**src/multi_stream_lcg_bank_unit_macros.svh**
```systemverilog
// assertion macros for the multi-stream lcg bank
// used by the top level, no other dependencies
`ifndef MULTI_STREAM_LCG_BANK_UNIT_MACROS_SVH
`define MULTI_STREAM_LCG_BANK_UNIT_MACROS_SVH

// same-cycle implication under async active-low reset
`define MSL_ASSERT_NOW(label, clk, rst_n, ante, cons, msg) \
	label: assert property (@(posedge clk) disable iff (!rst_n) (ante) |-> (cons)) \
		else $error(msg);

// next-cycle implication under async active-low reset
`define MSL_ASSERT_NEXT(label, clk, rst_n, ante, cons, msg) \
	label: assert property (@(posedge clk) disable iff (!rst_n) (ante) |=> (cons)) \
		else $error(msg);

`endif

```
**src/msl_pkg.sv**
```systemverilog
// shared types and constants of the multi-stream lcg bank
// no dependencies
package msl_pkg;

	localparam int CMD_W    = 3;
	localparam int STREAM_W = 4;
	localparam int WORD_W   = 32;

	typedef logic [CMD_W-1:0]    cmd_t;
	typedef logic [STREAM_W-1:0] stream_t;
	typedef logic [WORD_W-1:0]   word_t;

	localparam word_t LCG_MUL = 32'h41c6_4e6d;
	localparam word_t LCG_ADD = 32'h0000_3039;
	localparam int DRAW_SHIFT = 16;
	localparam int DRAW_W     = 15;

	localparam cmd_t OP_DRAW      = 3'd0;
	localparam cmd_t OP_SEED      = 3'd1;
	localparam cmd_t OP_SET_STATE = 3'd2;
	localparam cmd_t OP_GET_STATE = 3'd3;
	localparam cmd_t OP_GET_COUNT = 3'd4;
	localparam cmd_t OP_SET_COUNT = 3'd5;

endpackage

```
**src/msl_mem.sv**
```systemverilog
// one-read one-write bank memory with a registered read port
// entries never written read as zero; depends on msl_pkg
module msl_mem #(
	parameter int DEPTH = 4,
	localparam int AW = (DEPTH > 1) ? $clog2(DEPTH) : 1
) (
	input  logic           clk,
	input  logic           arst_n,
	input  logic           rd_en,
	input  logic [AW-1:0]  rd_addr,
	output msl_pkg::word_t rd_data,
	input  logic           wr_en,
	input  logic [AW-1:0]  wr_addr,
	input  msl_pkg::word_t wr_data
);
	import msl_pkg::*;

	word_t            mem [DEPTH];
	logic [DEPTH-1:0] valid_q;
	word_t            rd_data_q;

	always_ff @(posedge clk or negedge arst_n) begin
		if (!arst_n) begin
			valid_q <= '0;
		end else if (wr_en) begin
			valid_q[wr_addr] <= 1'b1;
		end
	end

	always_ff @(posedge clk) begin
		if (wr_en) begin
			mem[wr_addr] <= wr_data;
		end
	end

	// reset value shows through until the entry is written
	always_ff @(posedge clk) begin
		if (rd_en) begin
			rd_data_q <= valid_q[rd_addr] ? mem[rd_addr] : '0;
		end
	end

	assign rd_data = rd_data_q;

endmodule

```
**src/msl_step.sv**
```systemverilog
// two-stage lcg step: low word of state * multiplier, then + increment
// depends on msl_pkg
module msl_step (
	input  logic           clk,
	input  msl_pkg::word_t word,
	output msl_pkg::word_t next_word
);
	import msl_pkg::*;

	logic [2*WORD_W-1:0] prod_full;
	word_t               prod_s1;
	word_t               next_s2;

	assign prod_full = word * LCG_MUL;

	always_ff @(posedge clk) begin
		prod_s1 <= prod_full[WORD_W-1:0];
		next_s2 <= prod_s1 + LCG_ADD;
	end

	assign next_word = next_s2;

endmodule

```
**src/multi_stream_lcg_bank_unit.sv**
```systemverilog
// top level of the multi-stream lcg bank: command sequencer and write-back
// depends on msl_pkg, msl_mem, msl_step and the assertion macro header
//
//  channel  | handshake          | payload
//  ---------+--------------------+--------------------
//  command  | start / busy       | cmd, stream, value
//  result   | done (one cycle)   | result, ok
//
// an item is taken when start is high and busy is low; busy then stays high
// through read, multiply, and add and write-back, so no new item is taken
// until write-back ends, a limit set by the two-stage multiply-add loop
// through the state memory. done pulses in the cycle after write-back.
// reset clears the per-entry valid bits at once; no clearing pass.
// results cannot be stalled.
`include "multi_stream_lcg_bank_unit_macros.svh"

module multi_stream_lcg_bank_unit #(
	parameter int STREAMS = 4
) (
	input  logic             clk,
	input  logic             arst_n,
	input  logic             start,
	output logic             busy,
	input  msl_pkg::cmd_t    cmd,
	input  msl_pkg::stream_t stream,
	input  msl_pkg::word_t   value,
	output logic             done,
	output msl_pkg::word_t   result,
	output logic             ok
);
	import msl_pkg::*;

	localparam int AW = (STREAMS > 1) ? $clog2(STREAMS) : 1;

	localparam logic [1:0] ST_IDLE = 2'd0;
	localparam logic [1:0] ST_RD   = 2'd1;
	localparam logic [1:0] ST_MUL  = 2'd2;
	localparam logic [1:0] ST_WB   = 2'd3;

	logic [1:0]    state_q;
	logic          accept;
	logic          in_valid;
	logic [AW-1:0] in_addr;

	cmd_t          cmd_q;
	logic          valid_q;
	logic [AW-1:0] addr_q;
	word_t         value_q;

	word_t word_rd, count_rd, next_word;
	logic  word_we, count_we;
	word_t word_wdata, count_wdata;
	word_t result_d;
	logic  ok_d;

	logic  done_q, ok_q;
	word_t result_q;

	assign accept   = start && !busy;
	assign busy     = (state_q != ST_IDLE);
	assign in_valid = {1'b0, stream} < (STREAM_W + 1)'(STREAMS);
	assign in_addr  = in_valid ? stream[AW-1:0] : '0;

	always_ff @(posedge clk or negedge arst_n) begin
		if (!arst_n) begin
			state_q <= ST_IDLE;
		end else begin
			unique case (state_q)
				ST_IDLE: if (accept) state_q <= ST_RD;
				ST_RD:   state_q <= ST_MUL;
				ST_MUL:  state_q <= ST_WB;
				ST_WB:   state_q <= ST_IDLE;
			endcase
		end
	end

	always_ff @(posedge clk) begin
		if (accept) begin
			cmd_q   <= cmd;
			valid_q <= in_valid;
			addr_q  <= in_addr;
			value_q <= value;
		end
	end

	msl_mem #(.DEPTH(STREAMS)) u_words (
		.clk     (clk),
		.arst_n  (arst_n),
		.rd_en   (accept),
		.rd_addr (in_addr),
		.rd_data (word_rd),
		.wr_en   (word_we),
		.wr_addr (addr_q),
		.wr_data (word_wdata)
	);

	msl_mem #(.DEPTH(STREAMS)) u_counts (
		.clk     (clk),
		.arst_n  (arst_n),
		.rd_en   (accept),
		.rd_addr (in_addr),
		.rd_data (count_rd),
		.wr_en   (count_we),
		.wr_addr (addr_q),
		.wr_data (count_wdata)
	);

	msl_step u_step (
		.clk       (clk),
		.word      (word_rd),
		.next_word (next_word)
	);

	// write-back and result select, all in the last busy cycle
	always_comb begin
		word_we     = 1'b0;
		count_we    = 1'b0;
		word_wdata  = value_q;
		count_wdata = value_q;
		result_d    = '0;
		ok_d        = 1'b1;
		if (state_q == ST_WB) begin
			unique case (cmd_q)
				OP_DRAW: begin
					word_we     = 1'b1;
					word_wdata  = next_word;
					count_we    = 1'b1;
					count_wdata = count_rd + 32'd1;
					result_d    = {{(WORD_W - DRAW_W){1'b0}},
						next_word[DRAW_SHIFT +: DRAW_W]};
				end
				OP_SEED: begin
					word_we = 1'b1;
				end
				OP_SET_STATE: begin
					word_we = valid_q;
					ok_d    = valid_q;
				end
				OP_GET_STATE: begin
					result_d = valid_q ? word_rd : '0;
					ok_d     = valid_q;
				end
				OP_GET_COUNT: begin
					result_d = count_rd;
				end
				OP_SET_COUNT: begin
					count_we = 1'b1;
				end
				default: begin
				end
			endcase
		end
	end

	always_ff @(posedge clk or negedge arst_n) begin
		if (!arst_n) begin
			done_q <= 1'b0;
		end else begin
			done_q <= (state_q == ST_WB);
		end
	end

	always_ff @(posedge clk) begin
		if (state_q == ST_WB) begin
			result_q <= result_d;
			ok_q     <= ok_d;
		end
	end

	assign done   = done_q;
	assign result = result_q;
	assign ok     = ok_q;

	`MSL_ASSERT_NEXT(a_accept_busy, clk, arst_n, accept, busy && state_q == ST_RD,
		"accepted item did not start the read")
	`MSL_ASSERT_NEXT(a_wb_done, clk, arst_n, state_q == ST_WB, done && !busy,
		"write-back not followed by a result strobe")
	`MSL_ASSERT_NOW(a_done_idle, clk, arst_n, done, state_q == ST_IDLE,
		"result strobe while still busy")
	`MSL_ASSERT_NOW(a_refused_zero, clk, arst_n, done && !ok, result == '0,
		"refused item returned a nonzero result")
	`MSL_ASSERT_NOW(a_draw_width, clk, arst_n, done && cmd_q == OP_DRAW,
		result[WORD_W-1:DRAW_W] == '0, "draw result wider than 15 bits")

endmodule
```
**config.mk**
```make
export PLATFORM = sky130hd
export DESIGN_NAME = multi_stream_lcg_bank_unit
export DESIGN_NICKNAME = d
export VERILOG_FILES = /design/src/msl_pkg.sv /design/src/msl_mem.sv /design/src/msl_step.sv /design/src/multi_stream_lcg_bank_unit.sv
export VERILOG_INCLUDE_DIRS = /design/src /design/src/src
export SDC_FILE = /design/constraint.sdc
export NUM_CORES = 1
export LEC_CHECK = 0
export ABC_CLOCK_PERIOD_IN_PS = 6400
export BUFFER_PORTS_ARGS = -buffer_cell sky130_fd_sc_hd__buf_2
export CAP_MARGIN = 20
export CORE_MARGIN = 2
export CORE_UTILIZATION = 55
export DETAILED_ROUTE_END_ITERATION = 10
export HOLD_SLACK_MARGIN = 0.06
export PLACE_DENSITY = 0.75
export REMOVE_ABC_BUFFERS = 1
export SETUP_SLACK_MARGIN = 0.15
export SLEW_MARGIN = 10
export SYNTH_ARGS = -nofsm -noshare
export SYNTH_HDL_FRONTEND = slang
export SYNTH_HIERARCHICAL = 1
export SYNTH_SLANG_ARGS = --single-unit
export TNS_END_PERCENT = 50
```
**constraint.sdc**
```tcl
create_clock -name clk -period 6.4 [get_ports clk]
set_clock_uncertainty 0.1 [all_clocks]
set_input_delay 0.64 -clock clk [delete_from_list [all_inputs] [get_ports clk]]
set_output_delay 0.64 -clock clk [all_outputs]
set_load 0.02 [all_outputs]
```
# Word-level counts from Yosys, hierarchy flattened
# Memories as Yosys holds them, arrays and structs flattened. A register that Yosys moved wholly into a read port is not among the register bits.
# Index checks and enable logic that the tools add are counted.
# word_totals
register_bits	146
mem_bits_rw	256
inputBits	42
out_inout_bits	35
elab_cells	66
mem_count	2
# memory_table
name	words	width	read_ports	rd_ports_with_merged_regs	write_ports	line_no	text
u_counts.mem	4	32	1	1	1	msl_mem.sv:18	word_t mem [DEPTH];
u_words.mem	4	32	1	1	1	msl_mem.sv:18	
# op_classes
add_sub_neg	2
mul	1
magnitude_cmp	4
n_eq_ne	9
n_mux	23
bitwise_logic	2
n_reduce_logical	11
# op_table
op	count
$mux 32	5
$pmux 32 s3	1
$add 32x1->32 const B	1
$add 32x14->32 const B	1
$mul 32x31->32 const B	1
$mux 1	10
$or 4x4->4	2
$pmux 2 s4	1
$eq 3x2->1 const B	2
$eq 3x3->1 const B	2
$lt 2x3->1 const B	2
$reduce_or 2->1	3
$bmux 1 s2	2
$eq 2x2->1 const B	2
$lt 4x3->1 const B	1
$mux 2	2
$eq 3x1->1 const B	1
$logic_not 1->1	3
$logic_not 3->1	1
$demux 1 s2	1
$eq 2x1->1 const B	1
$ge 2x1->1 const B	1
$logic_and 1x1->1	2
$logic_not 2->1	1
3 further kinds	3

# Longest topological paths before layout
# Gate-level depths: netlist of the first run.
# logic_depth
ltp_word	6
mapped_depth	24
depth_no_buf	24

# Modules after synthesis
# The synthesis of the first run kept the hierarchy.
# by_module_without_submodules
module	instances	cells_per_inst	area_each_um2	seq_area_each_um2
msl_step	1	1017	10234.8	1281.2
msl_mem at u_counts	1	249	6158.4	4904.7
msl_mem at u_words	1	249	6154.7	4904.7
multi_stream_lcg_bank_unit	1	403	4013.8	2207.1

# Worst setup path after synthesis of the first run
# No wires, ideal clock.
# synth_path
path_type	register to register
startpoint	reg u_words.rd_data_q[5] (netlist: u_words/rd_data[5]) (read register of u_words.mem)
endpoint	reg u_step.prod_s1[31]
setup_ns	0.072
t_arrival_ns	6.348
required_ns	6.228
slack_ns	-0.120
stages_incl_launch_ff	25
path_buffers	0
synth_period_minus_slack_ns	6.520
path_cell_list	edfxtp_1 ha_1 xor2_1 ha_1 a21oi_1 fa_1 fa_1 inv_1 fa_1 inv_1 fa_1 inv_1 fa_1 inv_1 fa_1 inv_1 ha_1 a21o_1 a21o_1 a21oi_1 a31oi_1 a31oi_1 o21ai_0 o41ai_1 xnor2_1
# synth_via
elab_chain_cells	1
# synth_rtl
item	line_no	text
start, declared	msl_mem.sv:20	word_t rd_data_q;
$mul 32x31->32	msl_step.sv:14	assign prod_full = word * LCG_MUL;
named net u_step.prod_full[31]	msl_step.sv:10	logic [2*WORD_W-1:0] prod_full;
end signal, assigned	msl_step.sv:17	prod_s1 <= prod_full[WORD_W-1:0];
end, declared	msl_step.sv:11	word_t prod_s1;
# The timed path passes the listed nets, and every way through them passes these cells.
# A chain may end at the register's enable or synchronous reset.

# Worst setup path after layout of the first run
# layout_path
startpoint	reg u_words.rd_data_q[6] (netlist: u_words/rd_data[6]) (read register of u_words.mem)
endpoint	reg u_step.prod_s1[30]
# The elaborated chain is that of the path after synthesis.

==> results of run 1 <==
[metrics by stage]
| stage | hold slack, ns | util | std cells |
|---|---|---|---|
| 2_1_floorplan | 0.244 | - | 1873 |
| 3_3_place_gp | 0.280 | 0.593 | 2678 |
| 3_5_place_dp | 0.293 | 0.593 | 2678 |
| 4_1_cts | 0.141 | 0.632 | 2776 |
| 5_1_grt | 0.148 | 0.638 | 2783 |
| 6_report | 0.155 | 0.638 | 2783 |
[logic make-up after synthesis]
| family | after synthesis | synth area share |
|---|---|---|
| flip-flops | 466 | 0.501 |
| AND/OR/NAND/NOR | 379 | 0.0765 |
| buffers and inverters | 376 | 0.0580 |
| adder cells (fa/ha/maj) | 371 | 0.228 |
| AO/OA/AOI/OAI | 140 | 0.0340 |
| XOR/XNOR | 119 | 0.0392 |
| multiplexers | 67 | 0.0637 |
[path summary, 6_finish.rpt]
kind,start,slack (ns),cells after the start,endpoint
max in group asynchronous,arst_n,5.59,2,state_q[0]
min in group asynchronous,arst_n,0.40,2,u_words/valid_q[2]
hold reg to reg,u_step/prod_s1[0],0.31,1,u_step/next_word[0]
setup reg to reg,u_words/rd_data[6],-0.03,23,u_step/prod_s1[30]
setup / recovery,u_words/rd_data[6],-0.03,23,u_step/prod_s1[30]
hold / removal,value[8],0.15,1,value_q[8]
[cells in the final DEF (no fill, tap or decap), drive strengths merged, types with 45 or more instances in the layout]
cell type and instances:
nand2 165, dfxtp 64, ha 183, mux4 66
edfxtp 391, o21ai 45, clkbuf 56, fa 188
buf 212, xnor2 76, inv 334, and2 70
[layer usage]
metal	routed length, um	share of wire	global-route usage
met5	0	0	0
met4	2170	0.034	0.0856
met3	3570	0.056	0.0269
met2	31000	0.49	0.437
met1	27100	0.42	0.371
[sequential cells by signal, summed over array words and instances, names as in the netlist]
register and flops:
addr_q 2, u_words/valid_q 4, cmd_q 3, u_words/rd_data 32, result 32, done 1, valid_q 1, u_words/mem 128
value_q 32, u_counts/mem 128, state_q 2, ok 1, u_counts/valid_q 4, u_counts/rd_data 32, u_step/prod_s1 32, u_step/next_word 32
[synth_stat cells, types with 2 or more instances]
cell,count
a21o_1,10
a21oi_1,32
a22o_1,17
a22oi_1,16
a31oi_1,3
and2_1,27
and2_2,2
and2_4,40
and3_1,14
and3b_1,3
and4_1,6
buf_1,2
buf_2,7
buf_6,14
clkbuf_1,19
dfrtp_1,11
dfxtp_1,64
edfxtp_1,391
fa_1,188
ha_1,183
inv_1,331
mux4_1,52
mux4_2,14
nand2_1,165
nand2b_1,7
nand3_1,25
nand4_1,15
nand4b_1,3
nor2_1,28
nor2b_1,3
nor3_1,7
nor3_2,3
nor3b_1,6
nor4_1,2
o211ai_1,2
o21ai_0,38
o21ai_1,6
o21bai_1,5
or2_2,9
or3_1,2
or4_1,2
xnor2_1,76
xor2_1,43
[cell type report]
class                           instances  area [um^2]
Fill cell                            3433        17300
Sequential cell                       466        13300
Multi-Input combinational cell       1076        12300
Timing Repair Buffer                  213         1460
Inverter                              331         1240
Clock buffer                           56         1240
Tap cell                              615          769
Clock inverter                         26          189
[critical path, delay by kind of cell (launching register included)]
| family | cells | cell delay [ns] |
|---|---|---|
| AOI/OAI and AO/OA | 3 | 0.56 |
| xor gates and xnor gates | 1 | 0.15 |
| adders and majority gates | 9 | 3.52 |
| buffers and inverters | 5 | 0.49 |
| DFF | 1 | 0.46 |
| and+or+nand+nor | 5 | 1.06 |
[what timing repair did]
item	in CTS	in global routing
setup buffers	15	7
resized for setup	51	52
cloned	0	0
pin swaps	36	43
setup endpoints to repair	7	11
endpoints found under the hold margin	11	0
hold buffers	1	0
==> impl_metrics.csv, run 1 <==
group,metric,value,unit
status,status,"finished with violations",
status,failed_checks,"negative setup slack",
place,routabilityCongestion,0.923,
clock_network,clkTransAtPathRegs,0.07,ns
clock_network,insertion_delay,0.56,ns
place,post-place-ws,-0.279,ns
drt,ant_nets,0,
timing,grt_setup_unrepaired,"true",
yosys,netlist_top_cells_area,"edfxtp_1 44%, fa_1 14%, ha_1 8.6%",
place,port_buffers,76,
timing,timing.final.ws_setup,-0.0325,ns
timing,period_share,1.01,
clock_network,cts_tree,"done",
clock_network,root_buffer,"clkbuf_16",
flow_run,maxCapViolCount,0,
yosys,synthDistinctLibCells,68,
yosys,yosys_warnings,6,
global_routing,grt_max_degree,64,
global_routing,grtUsageTotal,0.264,
timing,tightest_slew,1.03,ns
floorplanning,rows,80,
global_routing,antenna_found_initial,0,
worst_setup_path,startpoint_type,"flop",
clock_network,clkSinkCount,466,
worst_setup_path,crit_top_cell,"fa_1",
drt,drt_iter0_drc,1063,
timing,hold_viol,0,
worst_setup_path,worstPathCellList,"buf_4 -> ha_4 -> xor2_2 -> ha_1 -> a21oi_2 -> fa_2 -> fa_1 -> inv_1 -> fa_1 -> ha_4 -> fa_1 -> inv_1 -> fa_1 -> inv_1 -> ha_2 -> buf_4 -> nor2_1 -> nor2_1 -> o31ai_4 -> nand4b_1 -> a311o_1 -> or4b_1 -> nand3_1",
timing,final_max_slew_viol_count,0,
yosys,avgSynthCellArea,13.8,um^2
clock_network,h-tree-depth,2,
drt,avgRoutedWirePerCell,22.9,um
worst_setup_path,cp_slowest_cell,"fa_1",
floorplanning,die_h,224,um
place,hpwlAfterDp,47.4,mm
clock_network,numCtsBuffers,45,
floorplanning,core-area,47700,um^2
layout,n_antenna_cell,0,
worst_setup_path,cp_slowest_stage_delay,0.55,ns
worst_setup_path,critPathKind,"reg2reg",
floorplanning,ioPinCount,77,
timing,setup_viol,1,
drt,num_vias,15729,
timing,max_freq,155,MHz
layout,fin_area,30500,um^2
worst_setup_path,worstPathRequired,6.79,ns
floorplanning,dieArea,50100,um^2
layout,drive_gt1_frac,0.208,
drt,viasPerCell,5.65,
yosys,ys_seq_elements,466,
global_routing,grt_pass1_wl,98.6,mm
yosys,synth_top_area_frac,0.442,
global_routing,gr-total-overflow,0,
global_routing,grt_pass1_vias,16613,
timing,fin_tns_setup,-0.0325,ns
layout,nets,2546,
yosys,async_flop_share,0.0236,
clock_network,cts_buffer_depth,3,
yosys,synthFlopType,"edfxtp_1",
drt,dr.pass1.iters,5,
layout,syn2layout_area_growth,14.6,%
place,placed_cell_area,28300,um^2
worst_hold_path,hold_path_class,"in2reg",
yosys,synthCells,1918,
yosys,synth-edff-count,391,
floorplanning,die_x,224,um
timing,slew_headroom,0.316,
drt,wirelength,63.8,mm
yosys,syn_area,26600,um^2
drt,drc,0,
worst_setup_path,cp.arrival,6.82,ns
timing,finalCriticalPeriod,6.43,ns
floorplanning,start_util,0.556,
worst_setup_path,crit_fanout,5,
yosys,synth_top_area_cell,"edfxtp_1",
yosys,synth_seq_area_share,0.501,
worst_setup_path,endpoint_kind,"flop",
Power of run 1 is left out: the tool's default activity adds up to more than one toggle a clock period on the data nets, which glitch-free logic cannot reach.
==> inputs of run 2 (changes only) <==
Settings changed: ABC_AREA from default to 1, PLACE_DENSITY 0.75 to 0.74.
==> run 2 against run 1 <==
The run now ends clean. Utilization shrank 1.5 points. Via count grew 33%. Final cell count grew 40%. Critical path depth shrank 1. Global-route usage grew 4.0 points. First-iteration DRC count grew 97%. Die area grew 8.9%. Sequential share of layout area shrank 2.9 points. Count of clock-buffer cells in the layout grew 7. Non-clock buffer count shrank 40. Setup slack gained 0.32 ns. Critical path type unchanged.
==> impl_metrics.csv, run 2 <==
group,metric,value,unit
place,dpl.cell_count,3780,
place,routabilityCongestion,0.966,
worst_setup_path,critPathKind,"reg2reg",
layout,nFillCells,4208,
yosys,synth_top_area_cell,"edfxtp_1",
layout,nets,3575,
worst_setup_path,worst-path-buf-inv,6,
yosys,async_flop_share,0.0236,
yosys,synthTopCellsByCount,"753 x inv_1, 725 x nand2_1, 391 x edfxtp_1, 234 x nand3_1, 188 x fa_1",
yosys,synth-edff-count,391,
floorplanning,ioPinCount,77,
worst_setup_path,cp.arrival,6.50,ns
worst_hold_path,min_from,"value[9]",
layout,mostFrequentLayoutCells,"748 x inv_1, 720 x nand2_1, 391 x edfxtp_1, 233 x nand3_1, 185 x fa_1",
timing,holdWs,0.120,ns
clock_network,clkSinkCount,466,
worst_setup_path,cp_slowest_cell,"fa_1",
clock_network,clkTransAtPathRegs,0.07,ns
clock_network,h-tree-depth,2,
timing,grt_setup_unrepaired,"true",
worst_setup_path,cp_slowest_stage_delay,0.55,ns
global_routing,grt_pass1_wl,122,mm
layout,reg_top3,"u_counts/mem x128, u_words/mem x128",
floorplanning,die_h,233,um
timing,slew_headroom,0.319,
yosys,synth_seq_area_share,0.459,
timing,final_max_slew_viol_count,0,
timing,finalCriticalPeriod,6.11,ns
drt,avgRoutedWirePerCell,20.8,um
timing,hold_viol,0,
place,port_buffers,76,
worst_setup_path,critical-path-top-delay-family,"adder cells",
worst_setup_path,crit_fanout,4,
layout,stdcell_count,3891,
yosys,netlist_top_cells_area,"edfxtp_1 41%, fa_1 13%, inv_1 9.8%",
drt,ant_nets,0,
yosys,synthFlopType,"edfxtp_1",
drt,wirelength,80.9,mm
global_routing,antenna_found_initial,1,
timing,setup_viol,0,
status,status,"finished, final reports clean",
layout,n_antenna_cell,0,
yosys,syn_area,29000,um^2
clock_network,numCtsBuffers,49,
global_routing,grtUsageTotal,0.304,
yosys,avgSynthCellArea,9.63,um^2
timing,max_freq,164,MHz
clock_network,cts_tree,"done",
worst_setup_path,r2r-start,"u_words/rd_data[11]",
clock_network,cts_buffer_depth,3,
floorplanning,rows,84,
drt,drt_iter0_drc,2093,
floorplanning,dieArea,54500,um^2
worst_setup_path,worstPathCellList,"ha_2 -> inv_1 -> fa_1 -> fa_1 -> fa_1 -> inv_1 -> fa_1 -> fa_1 -> fa_1 -> inv_1 -> fa_1 -> inv_1 -> ha_2 -> nand2_1 -> inv_1 -> nand2_1 -> buf_4 -> nor2_1 -> nand4_1 -> nand3_1 -> a21oi_1 -> xnor2_1",
drt,drc,0,
clock_network,root_buffer,"clkbuf_16",
layout,syn2layout_area_growth,12.5,%
worst_setup_path,cp-startpoint,"u_words/rd_data[11]",
timing,tightest_slew,1.02,ns
worst_setup_path,endpoint_kind,"flop",
flow_run,maxCapViolCount,0,
place,hpwlAfterDp,61.2,mm
yosys,yosys_warnings,6,
worst_setup_path,crit_top_cell,"fa_1",
global_routing,grt_pass1_vias,20833,
floorplanning,die_x,233,um
worst_setup_path,startpoint_type,"flop",
floorplanning,core-area,52300,um^2
global_routing,grt_max_degree,75,
worst_hold_path,hold_path_class,"in2reg",
layout,finish.utilization,0.623,
yosys,synthMostInstantiatedCell,"inv_1",
worst_setup_path,worstPathRequired,6.78,ns
floorplanning,start_util,0.553,
layout,drive_gt1_frac,0.120,
clock_network,insertion_delay,0.60,ns
drt,dr.pass1.iters,6,
yosys,synthDistinctLibCells,50,
timing,period_share,0.955,
drt,viasPerCell,5.38,
drt,num_vias,20932,
yosys,synthCells,3006,
layout,final_common_cell,"inv_1",
yosys,synth_top_area_frac,0.405,
global_routing,gr-total-overflow,0,
yosys,ys_seq_elements,466,
-- run 2: changes by cell type in the layout (fill, tap and decap cells not counted), sizes merged, moves of 17 or more --
| cell | delta |
|---|---|
| nand2 | +569 |
| nor2 | +62 |
| buf | -40 |
| mux4 | -66 |
| a22o | -17 |
| nand3 | +210 |
| o21ai | +38 |
| inv | +448 |
| and2 | -69 |
| xnor2 | -50 |
-- run 2: kinds of logic (layout without fill, tap and decap cells) --
kind of cell | Yosys count | count (layout) | share of synthesized area
AO/OA/AOI/OAI | 146 | 146 | 0.0277
XOR/XNOR | 78 | 78 | 0.0236
adder cells (fa/ha/maj) | 371 | 371 | 0.209
buffers and inverters | 844 | 1041 | 0.118
flip-flops | 466 | 466 | 0.459
AND/OR/NAND/NOR | 1101 | 1101 | 0.162
-- run 2: cell type report --
cell class / count / area [um^2] / area share
tap: 688 / 861 / 0.0264
timing repair buffer: 173 / 1110 / 0.0341
inverter: 776 / 2920 / 0.0896
multi-input combinational: 1696 / 12700 / 0.389
clock buffer: 63 / 1380 / 0.0425
sequential: 466 / 13300 / 0.408
clock inverter: 29 / 354 / 0.0109
-- run 2: timing repair --
| item | 4_1_cts | 5_1_grt |
|---|---|---|
| endpoints found under the hold margin | 11 | 0 |
| cloned | 0 | 0 |
| hold buffers | 1 | 0 |
| buffers inserted | 3 | 15 |
| pin swaps | 0 | 18 |
| setup endpoints to repair | 3 | 13 |
| resized for setup | 1 | 65 |
-- run 2: metal layers --
layer | vias up | global-route usage | wire (um)
li1 | 9599 | - | -
met1 | 10250 | 0.418 | 33000
met2 | 910 | 0.494 | 37800
met3 | 171 | 0.0466 | 7040
met4 | 2 | 0.102 | 3100
met5 | - | 0 | 18
-- run 2: final timing paths --
kind	to	slack (ns)	cells past startpoint
max in group asynchronous	u_counts/valid_q[3]	5.63	2
setup reg to reg	u_step/prod_s1[26]	0.29	22
hold reg to reg	u_step/next_word[0]	0.33	1
hold / removal	value_q[9]	0.12	1
setup / recovery	u_step/prod_s1[26]	0.29	22
min in group asynchronous	state_q[1]	0.36	2
-- run 2: through the flow --
step / setup TNS [ns] / area [um^2] / worst slack [ns]
floorplan: -363.72 / 28400 / -5.69
global placement: 0 / 30300 / 0.147
detailed placement: 0 / 30300 / 0.112
CTS: 0 / 32100 / 0.140
global route: 0 / 32600 / 0.0154
finish: 0 / 32600 / 0.285
Power of run 2 is left out for the same reason.
